File: config.mk
export PLATFORM = sky130hd
export DESIGN_NAME = fvw_fifo
export DESIGN_NICKNAME = d
export VERILOG_FILES = /design/src/fvw_pkg.sv /design/src/fvw_fifo.sv
export SDC_FILE = /design/constraint.sdc
export NUM_CORES = 1
export LEC_CHECK = 0
export ABC_CLOCK_PERIOD_IN_PS = 6300
export CAP_MARGIN = 20
export CELL_PAD_IN_SITES_DETAIL_PLACEMENT = 0
export CELL_PAD_IN_SITES_GLOBAL_PLACEMENT = 2
export CORE_UTILIZATION = 40
export DETAILED_ROUTE_END_ITERATION = 10
export DONT_BUFFER_PORTS = 1
export PLACE_DENSITY_LB_ADDON = 0.1
export RECOVER_POWER = 100
export SETUP_SLACK_MARGIN = 0.4
export SLEW_MARGIN = 10
export SYNTH_ARGS = -nofsm -noshare
export SYNTH_HDL_FRONTEND = slang
export SYNTH_SLANG_ARGS = --single-unit
File: constraint.sdc
create_clock -name clk_i -period 6.3 [get_ports clk_i]
set_clock_uncertainty 0.05 [all_clocks]
set_input_delay 1.26 -clock clk_i [delete_from_list [all_inputs] [get_ports clk_i]]
set_output_delay 1.26 -clock clk_i [all_outputs]
set_load 0.03 [all_outputs]
File: src/fvw_pkg.sv
// Package for the face vertex weld / UV bounds unit.
// Holds shared constants, register indexes and the front-to-back queue entry type.
// No dependencies.
package fvw_pkg;

  localparam int MaxVertsDefault  = 64;
  localparam int CoordBitsDefault = 24;
  localparam int CfgIdxBits       = 3;
  localparam int CfgDataBits      = 64;
  localparam int ScaleBits        = 16;
  localparam int SizeBits         = 13;
  localparam int AxisBits         = 16;

  localparam logic [CfgIdxBits-1:0] RegUAxis  = 3'd0;
  localparam logic [CfgIdxBits-1:0] RegVAxis  = 3'd1;
  localparam logic [CfgIdxBits-1:0] RegScaleU = 3'd2;
  localparam logic [CfgIdxBits-1:0] RegScaleV = 3'd3;
  localparam logic [CfgIdxBits-1:0] RegTexW   = 3'd4;
  localparam logic [CfgIdxBits-1:0] RegTexH   = 3'd5;
  localparam logic [CfgIdxBits-1:0] RegNoMesh = 3'd6;

  // Queue entry: one accepted corner. Sized for the widest coordinate setting.
  typedef struct packed {
    logic signed [31:0] x;
    logic signed [31:0] y;
    logic signed [31:0] z;
    logic               last;
  } corner_t;

endpackage

File: src/fvw_fifo.sv
// Short queue between the corner front end and the weld/projection back end.
// Depends on fvw_pkg for the entry type.
module fvw_fifo
  import fvw_pkg::*;
(
  input  logic    clk_i,
  input  logic    rst_ni,
  input  logic    push_i,
  input  corner_t data_i,
  output logic    full_o,
  input  logic    pop_i,
  output logic    empty_o,
  output corner_t data_o
);

  corner_t     mem_q [2];
  logic        wp_q, rp_q;
  logic [1:0]  cnt_q;

  assign full_o  = (cnt_q == 2'd2);
  assign empty_o = (cnt_q == 2'd0);
  assign data_o  = mem_q[rp_q];

  always_ff @(posedge clk_i or negedge rst_ni) begin
    if (!rst_ni) begin
      wp_q  <= 1'b0;
      rp_q  <= 1'b0;
      cnt_q <= 2'd0;
    end else begin
      if (push_i) wp_q <= ~wp_q;
      if (pop_i)  rp_q <= ~rp_q;
      cnt_q <= cnt_q + {1'b0, push_i} - {1'b0, pop_i};
    end
  end

  always_ff @(posedge clk_i) begin
    if (push_i) mem_q[wp_q] <= data_i;
  end

endmodule

==> metrics.md, run 1 <==
| Metric | Value |
|---|---|
| Die X | 136.8 microns |
| CP delay by family, top | buffers and inverters |
| Number of port buffers | 0 |
| Worst Hold Class | reg -> reg |
| Worst Setup Slack, final | 1.669 ns |
| Hold endpoint | wp_q |
| Crit path cell chain | nor2b_2 > clkbuf_1 > clkbuf_2 |
| Die footprint | 18720 sq um |
| Setup CP Type | in -> reg |
| GRT Residual Overflow | 0 |
| Post-Syn Area | 7269 sq um |
| CORE AREA | 17540 sq um |
| WP data required | 6.27 ns |
| Synth cell types | 13 |
| GRT Util Overall | 12.54% |
| Number of global-route vias before repair | 2847 |
| WHS | 0.4540 ns |
| Most frequent cells in the layout | 194 x edfxtp_1, 96 x mux2_1, 17 x clkbuf_16 |
| Final wirelength | 11.66 mm |
| Clock tree sinks | approximately 200 |
| Worst relative slew slack | -110.7% |
| R2r setup slk | 2.10 ns |
| Final Power | 4058 uW |
| Total CTS buffers | 17 |
| Nets@finish | 432 |
| Failing checks | max-capacitance violations, max-slew violations |
| Largest stage delay on the critical path | 1.93 ns |
| Routability cong. | 0.7249 |
| Layout cells sized above 1 | 10.53% |
| Syn Nets | 420 |
| Vias | between 2k and 3k |
| Wire length on met1 | 4.282 mm |
| Worst hold stages | 1 |
| Initial antenna violation count | 0 |
| Gate Count Post-Synth | 317 |
| CTS tree | built |
| Via-to-Cell Ratio | 5.004 |
| First-pass GRT wire length | approximately 17 mm |
| I/O Pins | 200 |
| Fillers | 1494 |
| Final critical-path required period | 4.631 ns |
| Post-detailed-route count of antenna-violating nets | 0 |
| Row cnt | 48 |
| Slowest cell on crit path | clkbuf_1 |
| DR pass1 iterations | 4 |
| Worst-path clk slew | 0.06 ns |
| Hold Vio Cnt, Final | 0 |
| Register area share after synthesis | 81.51% |
| Setup TNS Final | 0 ns |
| DRC | 0 |
| CTS Root Cell | clkbuf_16 |
| Slew @ Worst Pin | 3.161 ns |
| Starting DRT DRC Count | 143 |
| Status | finished with violations |
| Routed WL per cell | approximately 20 microns |
| Worst r2r dst | mem_q[0][65] |
| Max cap viols | 2 |
| Peak VDD IR | ~180 uV |
| Unrepaired setup endpoints after global routing | false |
| Area Overhead vs Synth | 10.19% |
| Met2 wire length | 5.538 mm |
| CTS max path bufs | 2 |
| R2r startpoint | wp_q |
| R2R depth | 3 |
| Pwr/cell area | slightly above 500 nW/um^2 |
| Max Freq | between 0.2 and 0.25 GHz |
| ANT cells | 0 |
| Post-CTS Hold Fix Bufs | 0 |
| CTS H-tree lvls | 4 |
| Flops & latches, synth | roughly 200 |
| Largest net degree at the start of global routing | 62 |
| Pins Over Slew Limit | between 90 and 100 |
| Clock latency on the worst-skew pair | roughly 0.42 ns |
| CP Max Fanout | 51 |
| Top routing layer in use | met4 |
| Wire length on met3 | 1.636 mm |
| Final Setup Violations | 0 |
| Gates resized, CTS repair | 0 |
| Final period utilization | roughly three quarters |
| Leak | 0.002618 uW |
| Most common cell after layout, fill and taps aside | edfxtp_1 |
| Yosys warning count | 0 |
| CP startpoint kind | input port |
| Die height | 136.8 microns |
| WP buf/inv | 2 |
| CP endpoint kind | flop |
| Post-CTS Setup Bufs | 0 |
| Hold Path Origin | wp_q |
| Critical path arrival | 4.61 ns |
| Initial Utilization | between 40% and 50% |
| Mapped Avg Cell Area | 22.93 sq um |
| Pre-CTS WS | roughly 2.8 ns |
power breakdown:
part	internal [uW]	switching, uW
clock	590	462
combinational	243	867
sequential	1760	131
total	2600	1460
worst reg2reg max path, delay by kind of cell (launching register included):
family	cells	cell delay [ns]
buf+inv	2	3.21
flops	1	0.41
simple gates	1	0.11
final cells by class:
class                      count  area [sq um]  area share (%)
clock buffer                  18         429.2           5.358
timing repair buffer           4         23.77          0.2968
inverter                       2         7.507         0.09372
clock inverter                14         151.4           1.890
tap                          225         281.5           3.515
sequential                   198          5929           74.02
multi-input combinational    106          1187           14.82
worst max-delay path by stage:
| stage | slack, ns | endpoint | startpoint | cells past startpoint |
|---|---|---|---|---|
| after floorplan | 2.02 | mem_q[0][0] | push_i | 1 |
| after global routing | 1.27 | mem_q[0][62] | push_i | 3 |
| after global placement | 2.84 | data_o[66] | rp_q | 2 |
| final | 1.67 | mem_q[0][65] | push_i | 3 |
| after detailed placement | 2.79 | data_o[42] | rp_q | 2 |
| after CTS | 2.32 | data_o[42] | rp_q | 2 |
stage by stage:
step	std cells	util, %	cell area [sq um]
detailed placement	535	42.85	7515
CTS	567	46.16	8095
floorplan	317	-	7272
global placement	535	42.85	7515
finish	567	45.68	8010
global route	567	45.68	8010
synth_stat cells:
cell | number | area (sq um)
edfxtp_1 | 194 | 5826
mux2_2 | 77 | 867.1
mux2_4 | 20 | 300.3
buf_2 | 7 | 35.03
buf_6 | 4 | 45.04
dfrtp_1 | 4 | 100.1
ha_1 | 2 | 25.02
inv_1 | 2 | 7.510
nor2b_1 | 2 | 12.51
xor2_1 | 2 | 17.52
and2_1 | 1 | 6.260
nor2_1 | 1 | 3.750
xor3_1 | 1 | 23.77
registers in the layout, indices dropped and copies added, names as in the netlist:
name   count
cnt_q      2
wp_q       1
mem_q    194
rp_q       1
metal layers:
layer	track usage [%]	up-vias
met5	0	-
met4	5.861	0
met3	7.556	16
met2	18.64	139
met1	14.36	1408
li1	-	1274
cell families (layout without fill, tap and decap cells):
family	after synthesis	after routing	synth area share, %
flops	198	198	81.51
mux	97	97	16.06
buf+inv	13	38	1.205
simple gates	4	4	0.3098
xor+xnor	3	3	0.5680
fa+ha+maj	2	2	0.3442
Note: power is estimated with default switching activity, not from simulation.
==> inputs of run 2 (changes only) <==
- ABC_AREA: unset -> 1
- ABC_CLOCK_PERIOD_IN_PS: 6300 -> 3950
- CORE_UTILIZATION: 40 -> 38
- clock period: 6.3 -> 3.95 ns (I/O delays scaled with it)
==> metrics.md, run 2 <==
| Metric | Value |
|---|---|
| Status | finished with violations |
| Failing checks | max-capacitance violations, max-slew violations |
| Crit path cell chain | buf_12 > nand2_1 > o21ai_0 > clkbuf_1 |
| Slowest cell on crit path | dfrtp_4 |
| Final wirelength | 13.79 mm |
| Row cnt | 50 |
| Setup TNS Final | 0 ns |
| I/O Pins | 200 |
| Most frequent cells in the layout | 194 x edfxtp_1, 103 x inv_1, 103 x nand2_1 |
| Pwr/cell area | 829.5 nW/um^2 |
| Sequential share of power | 43.1% |
| Pins Over Slew Limit | 99 |
| R2r startpoint | wp_q |
| Fillers | 1770 |
| Synth cell types | 13 |
| Switching share of power | 39.72% |
| Peak VDD IR | roughly 570 uV |
| Final critical-path required period | 3.340 ns |
| CTS H-tree lvls | 4 |
| Gates resized, CTS repair | 0 |
| Total CTS buffers | 17 |
| Vias | 3842 |
| Most common cell after layout, fill and taps aside | edfxtp_1 |
| CTS Root Cell | clkbuf_16 |
| Starting DRT DRC Count | roughly 190 |
| Worst Hold Class | in -> reg |
| Post-Syn Area | 7396 sq um |
| Top reg by flops | mem_q |
| Final period utilization | 84.57% |
| Max cap viols | 2 |
| ANT cells | 0 |
| Clock tree sinks | slightly below 200 |
| Routability cong. | 0.6788 |
| Via-to-Cell Ratio | 4.381 |
| Post-DP HPWL | 8.944 mm |
| WP data required | 3.11 ns |
| First-pass GRT wire length | between 20 and 25 mm |
| Die X | 141.5 microns |
| Unrepaired setup endpoints after global routing | false |
| Yosys warning count | 0 |
| Worst relative slew slack | -98.42% |
| Die height | 141.5 microns |
| R2R depth | 2 |
| Clock latency on the worst-skew pair | about 0.42 ns |
| Largest stage delay on the critical path | 1.01 ns |
| CTS max path bufs | 2 |
| Crit. Startpoint | rp_q |
| Post-CTS Hold Fix Bufs | 1 |
| Setup CP Type | reg -> out |
| Top post-synthesis cells by area | edfxtp_1 79%, o21ai_0 6.6%, inv_1 5.3%, nand2_1 5.2%, dfrtp_1 1.4% |
| Initial Utilization | 39.15% |
| Flops & latches, synth | 198 |
| P_sw | 2803 uW |
| Register area share after synthesis | 80.12% |
| Leak | ~0.0032 uW |
| Biggest regs | mem_q (194), cnt_q (2) |
| Layout Utilization | 45.03% |
| CP Max Fanout | 104 |
| Synth top area share | 78.77% |
| Internal power | 4254 uW |
| Final Setup Violations | 0 |
| Post-synth EDFFs | 194 |
| Number of global-route vias before repair | 3907 |
| Max Freq | between 0.2 and 0.3 GHz |
| Count leader, synth | edfxtp_1 |
| Hold Vio Cnt, Final | 0 |
| Mapped Avg Cell Area | 13.93 sq um |
| CP delay by family, top | flip-flops |
| Main synth FF type | edfxtp_1 |
| Critical path arrival | between 2 and 3 ns |
| Clk pwr share | 25.2% |
| Die footprint | 20030 sq um |
| GRT Util Overall | 14.33% |
| Share of synthesized registers carrying an async set or reset | 2.020% |
| Largest net degree at the start of global routing | 105 |
| Routed WL per cell | 15.72 microns |
| Worst r2r dst | mem_q[0][33] |
| Syn Nets | ~630 |
| Nets@finish | 707 |
| Gate Count Post-Synth | 531 |
| CP endpoint kind | primary output |
| CP startpoint kind | flop |
| Initial antenna violation count | 0 |
| Max FFs per register | 194 |
| Power share of the combinational group | between 30% and 40% |
| CTS tree | built |
| Critical path depth | 4 |
| Synth area leader | edfxtp_1 |
| CORE AREA | approximately 19000 sq um |
| WP buf/inv | 2 |
| R2r setup slk | between 0.7 and 0.8 ns |
| Finished Cell Area | 8508 sq um |
| Worst Setup EP | data_o[64] |
| Post-detailed-route count of antenna-violating nets | 0 |
| DRC | 0 |
| Slew @ Worst Pin | 2.976 ns |
| Post-DP Area | 8167 sq um |
| Worst-path clk slew | 0.06 ns |
| Area Overhead vs Synth | 15.04% |
| DR pass1 iterations | 4 |
| GRT Residual Overflow | 0 |
| Most frequent cells after synthesis | 194 x edfxtp_1, 104 x inv_1, 103 x nand2_1 |
| Number of port buffers | 0 |
| Layout cells sized above 1 | 5.511% |
| Post-CTS Setup Bufs | 0 |
run 2: cell count changes after synthesis, moves of 4 or more:
cell      before  now
nand2_1        0  103
inv_1          2  104
o21ai_0        0   97
mux2_2        77    0
mux2_4        20    0
buf_4          0    7
clkbuf_1       0    4
run 2: worst min path at each step:
stage,from,end,cells past startpoint
6_report,pop_i,rp_q,1
5_1_grt,pop_i,rp_q,1
3_3_place_gp,rst_ni,cnt_q[0],0
3_5_place_dp,rst_ni,cnt_q[0],0
2_1_floorplan,rst_ni,cnt_q[0],0
4_1_cts,pop_i,rp_q,1
run 2: worst register-to-register path: stages (launching register included):
cell and delay (ns):
dfrtp_1 0.43, nor2_4 0.12, clkbuf_1 2.10
run 2: area by class of cell:
type | count | area (sq um) | area share [%]
multi-input cells | 208 | 938.4 | 11.03
flip-flops and latches | 198 | 5929 | 69.69
repair buffers | 75 | 309.0 | 3.632
inverters | 104 | 392.9 | 4.618
well taps | 260 | 325.3 | 3.824
clock buffers | 20 | 436.7 | 5.132
clock inverters | 12 | 176.4 | 2.074
run 2: logic make-up after synthesis:
kind of cell,synth area share [%]
adders and majority gates,0.3383
xor gates and xnor gates,0.2369
buffers and inverters,7.291
AOI/OAI and AO/OA,6.564
and+or+nand+nor,5.447
DFF,80.12
run 2: power groups by stage:
| stage | logic, uW | clock network (uW) | registers [uW] |
|---|---|---|---|
| floorplan | 1940 | 0 | 2930 |
| global placement | 2590 | 0 | 3060 |
| detailed placement | 2600 | 0 | 3070 |
| CTS | 2600 | 1830 | 3030 |
| global route | 2440 | 1900 | 3110 |
| finish | 2240 | 1780 | 3040 |
run 2: layer usage:
layer | vias up | GRT usage, % | wire (microns)
met5 | - | 0 | 0
met4 | 0 | 6.452 | 187
met3 | 11 | 7.695 | 1577
met2 | 121 | 23.48 | 6689
met1 | 1783 | 15.29 | 5334
li1 | 1927 | - | -
run 2: metrics by stage:
stage,setup WS [ns],instances,power [uW],hold slack [ns]
2_1_floorplan,0.7261,531,4870,0.4444
6_report,0.6096,877,7057,0.4004
3_5_place_dp,1.167,844,5669,0.4445
5_1_grt,0.3823,877,7452,0.3795
4_1_cts,0.7049,877,7455,0.3772
3_3_place_gp,1.192,844,5642,0.4446
==> inputs of run 3 (changes only) <==
- ABC_CLOCK_PERIOD_IN_PS: 3950 -> 3300
- CORE_UTILIZATION: 38 -> 40
- clock period: 3.95 -> 3.3 ns (I/O delays scaled with it)
==> metrics.md, run 3 (same netlist as run 2, synthesis figures left out) <==
| Metric | Value |
|---|---|
| Total CTS buffers | 17 |
| Number of port buffers | 0 |
| Area Overhead vs Synth | 15.63% |
| GR Util met1 | 15.14% |
| Slew @ Worst Pin | 1.364 ns |
| Non-Filler Instances | 875 |
| DRC | 0 |
| Max FFs per register | 194 |
| Max Freq | roughly 0.37 GHz |
| ANT cells | 0 |
| Fillers | 1647 |
| Met2 Usage GRT | 23.19% |
| Starting DRT DRC Count | 188 |
| Setup CP Type | reg -> out |
| Largest net degree at the start of global routing | 95 |
| WP data required | approximately 2.6 ns |
| Hold Vio Cnt, Final | 0 |
| CTS Root Cell | clkbuf_16 |
| Max cap viols | 0 |
| Biggest regs | mem_q (194), cnt_q (2) |
| Grt peak-use layer | met2 |
| Post-detailed-route count of antenna-violating nets | 0 |
| Die X | approximately 140 microns |
| Crit path cell chain | buf_12 > o21ai_0 > clkbuf_1 |
| Status | finished clean |
| Internal power | 5019 uW |
| Post-DP Area | 8347 sq um |
| Worst Hold Class | in -> reg |
| Setup TNS Final | 0 ns |
| Met3 Use GR | 7.712% |
| CP startpoint kind | flop |
| Switching share of power | 40.15% |
| GRT Util Overall | between 10% and 20% |
| Most common cell after layout, fill and taps aside | edfxtp_1 |
| Peak VDD IR | roughly 390 uV |
| Worst relative slew slack | 9.065% |
| GRT Residual Overflow | 0 |
| Initial Utilization | 41.03% |
| Slowest cell on crit path | dfrtp_4 |
| Sequential share of power | 41.9% |
| I/O Pins | 200 |
| Gates resized, CTS repair | 0 |
| Clk pwr share | 23.4% |
| Number of global-route vias before repair | 3781 |
| Layout cells sized above 1 | under 10% |
| Routed WL per cell | 14.96 microns |
| Final critical-path required period | between 2 and 3 ns |
| Initial antenna violation count | 0 |
| Most frequent cells in the layout | 194 x edfxtp_1, 103 x inv_1, 103 x nand2_1 |
| Leak | about 0.0032 uW |
| CP delay by family, top | flip-flops |
| Largest stage delay on the critical path | 0.60 ns |
| CTS H-tree lvls | 4 |
| DR pass1 iterations | 6 |
| Layout Utilization | 47.45% |
| Pins Over Slew Limit | 0 |
| Top reg by flops | mem_q |
| Nets@finish | 736 |
| CORE AREA | 18020 sq um |
| Vias | 3960 |
| Row cnt | between 40 and 50 |
| Unrepaired setup endpoints after global routing | false |
| Final Setup Violations | 0 |
| Routability cong. | 0.7182 |
| Final wirelength | 13.09 mm |
| Via-to-Cell Ratio | ~4.5 |
| Power share of the combinational group | 34.7% |
| Die height | between 100 and 150 microns |
| Die footprint | roughly 19000 sq um |
| First-pass GRT wire length | approximately 19 mm |
| Inst Count DP | 842 |
| Worst-path clk slew | roughly 0.06 ns |
| WP buf/inv | 2 |
| CTS tree | built |
| Critical path arrival | 2.03 ns |
| Pwr/cell area | 980.5 nW/um^2 |
| P_sw | 3367 uW |
| CP Max Fanout | 94 |
| Final period utilization | 82.99% |
| Finished Cell Area | 8552 sq um |
| CP endpoint kind | primary output |
| Clock tree sinks | 198 |
| Post-DP HPWL | approximately 8.6 mm |
| Clock latency on the worst-skew pair | 0.41 ns |
| CTS max path bufs | 2 |
==> run 3: cell types whose count changed in the layout (fill, tap and decap cells not counted), sizes merged <==
cell,before,now
inv,105,107
buf,2,4
clkinv,6,7
bufinv,4,2
clkbuf,92,118
==> run 3: worst reg2reg max path, cell delays in order (launching register included) <==
cell,delay (ns)
dfrtp_1,0.42
nand2_1,0.11
clkinvlp_4,0.08
clkbuf_2,0.97
==> run 3: layer usage <==
metal  vias up  share of wire [%]
li1       1990                  -
met1      1835                 38
met2       124                 50
met3        11                 11
met4         0                1.0
met5         -                  0
==> run 3: what timing repair did <==
| action | CTS | global route |
|---|---|---|
| endpoints found under the hold margin | 4 | 0 |
| buffers inserted | 0 | 0 |
| hold buffers | 1 | 0 |
==> run 3: final timing paths <==
check	startpoint	endpoint	slack [ns]	depth (start not counted)
worst min-delay path	push_i	wp_q	0.28	1
min in group asynchronous	rst_ni	rp_q	0.47	1
worst max register to register	wp_q	mem_q[1][91]	1.23	3
worst max-delay path	rp_q	data_o[1]	0.56	3
max in group asynchronous	rst_ni	rp_q	2.52	1
worst min register to register	wp_q	wp_q	0.49	1
==> run 3: per-stage QoR <==
stage,total power [uW],setup slack (ns),hold slack (ns)
finish,8386,0.5613,0.2753
global route,8872,0.4789,0.2495
CTS,9018,0.6936,0.2530
detailed placement,7034,1.153,0.3146
global placement,6995,1.175,0.3146
floorplan,5824,0.6897,0.3144
==> run 3: cell type report <==
cell class              count  area [sq um]  share of cell area, %
multi-input cells         208         938.4                  10.97
clock buffers              19         432.9                  5.062
repair buffers            104         441.7                  5.165
inverters                 104         394.1                  4.609
well taps                 229         286.5                  3.350
flip-flops and latches    198          5929                  69.33
clock inverters            13         128.9                  1.507
==> run 3: power groups by stage <==
stage                     Sequential [uW]  Clock (uW)  Combinational (uW)
after floorplan                      3500           0                2320
after global placement               3540           0                3460
final                                3510        1970                2910
after detailed placement             3550           0                3480
after global routing                 3570        2110                3190
after CTS                            3500        2030                3490
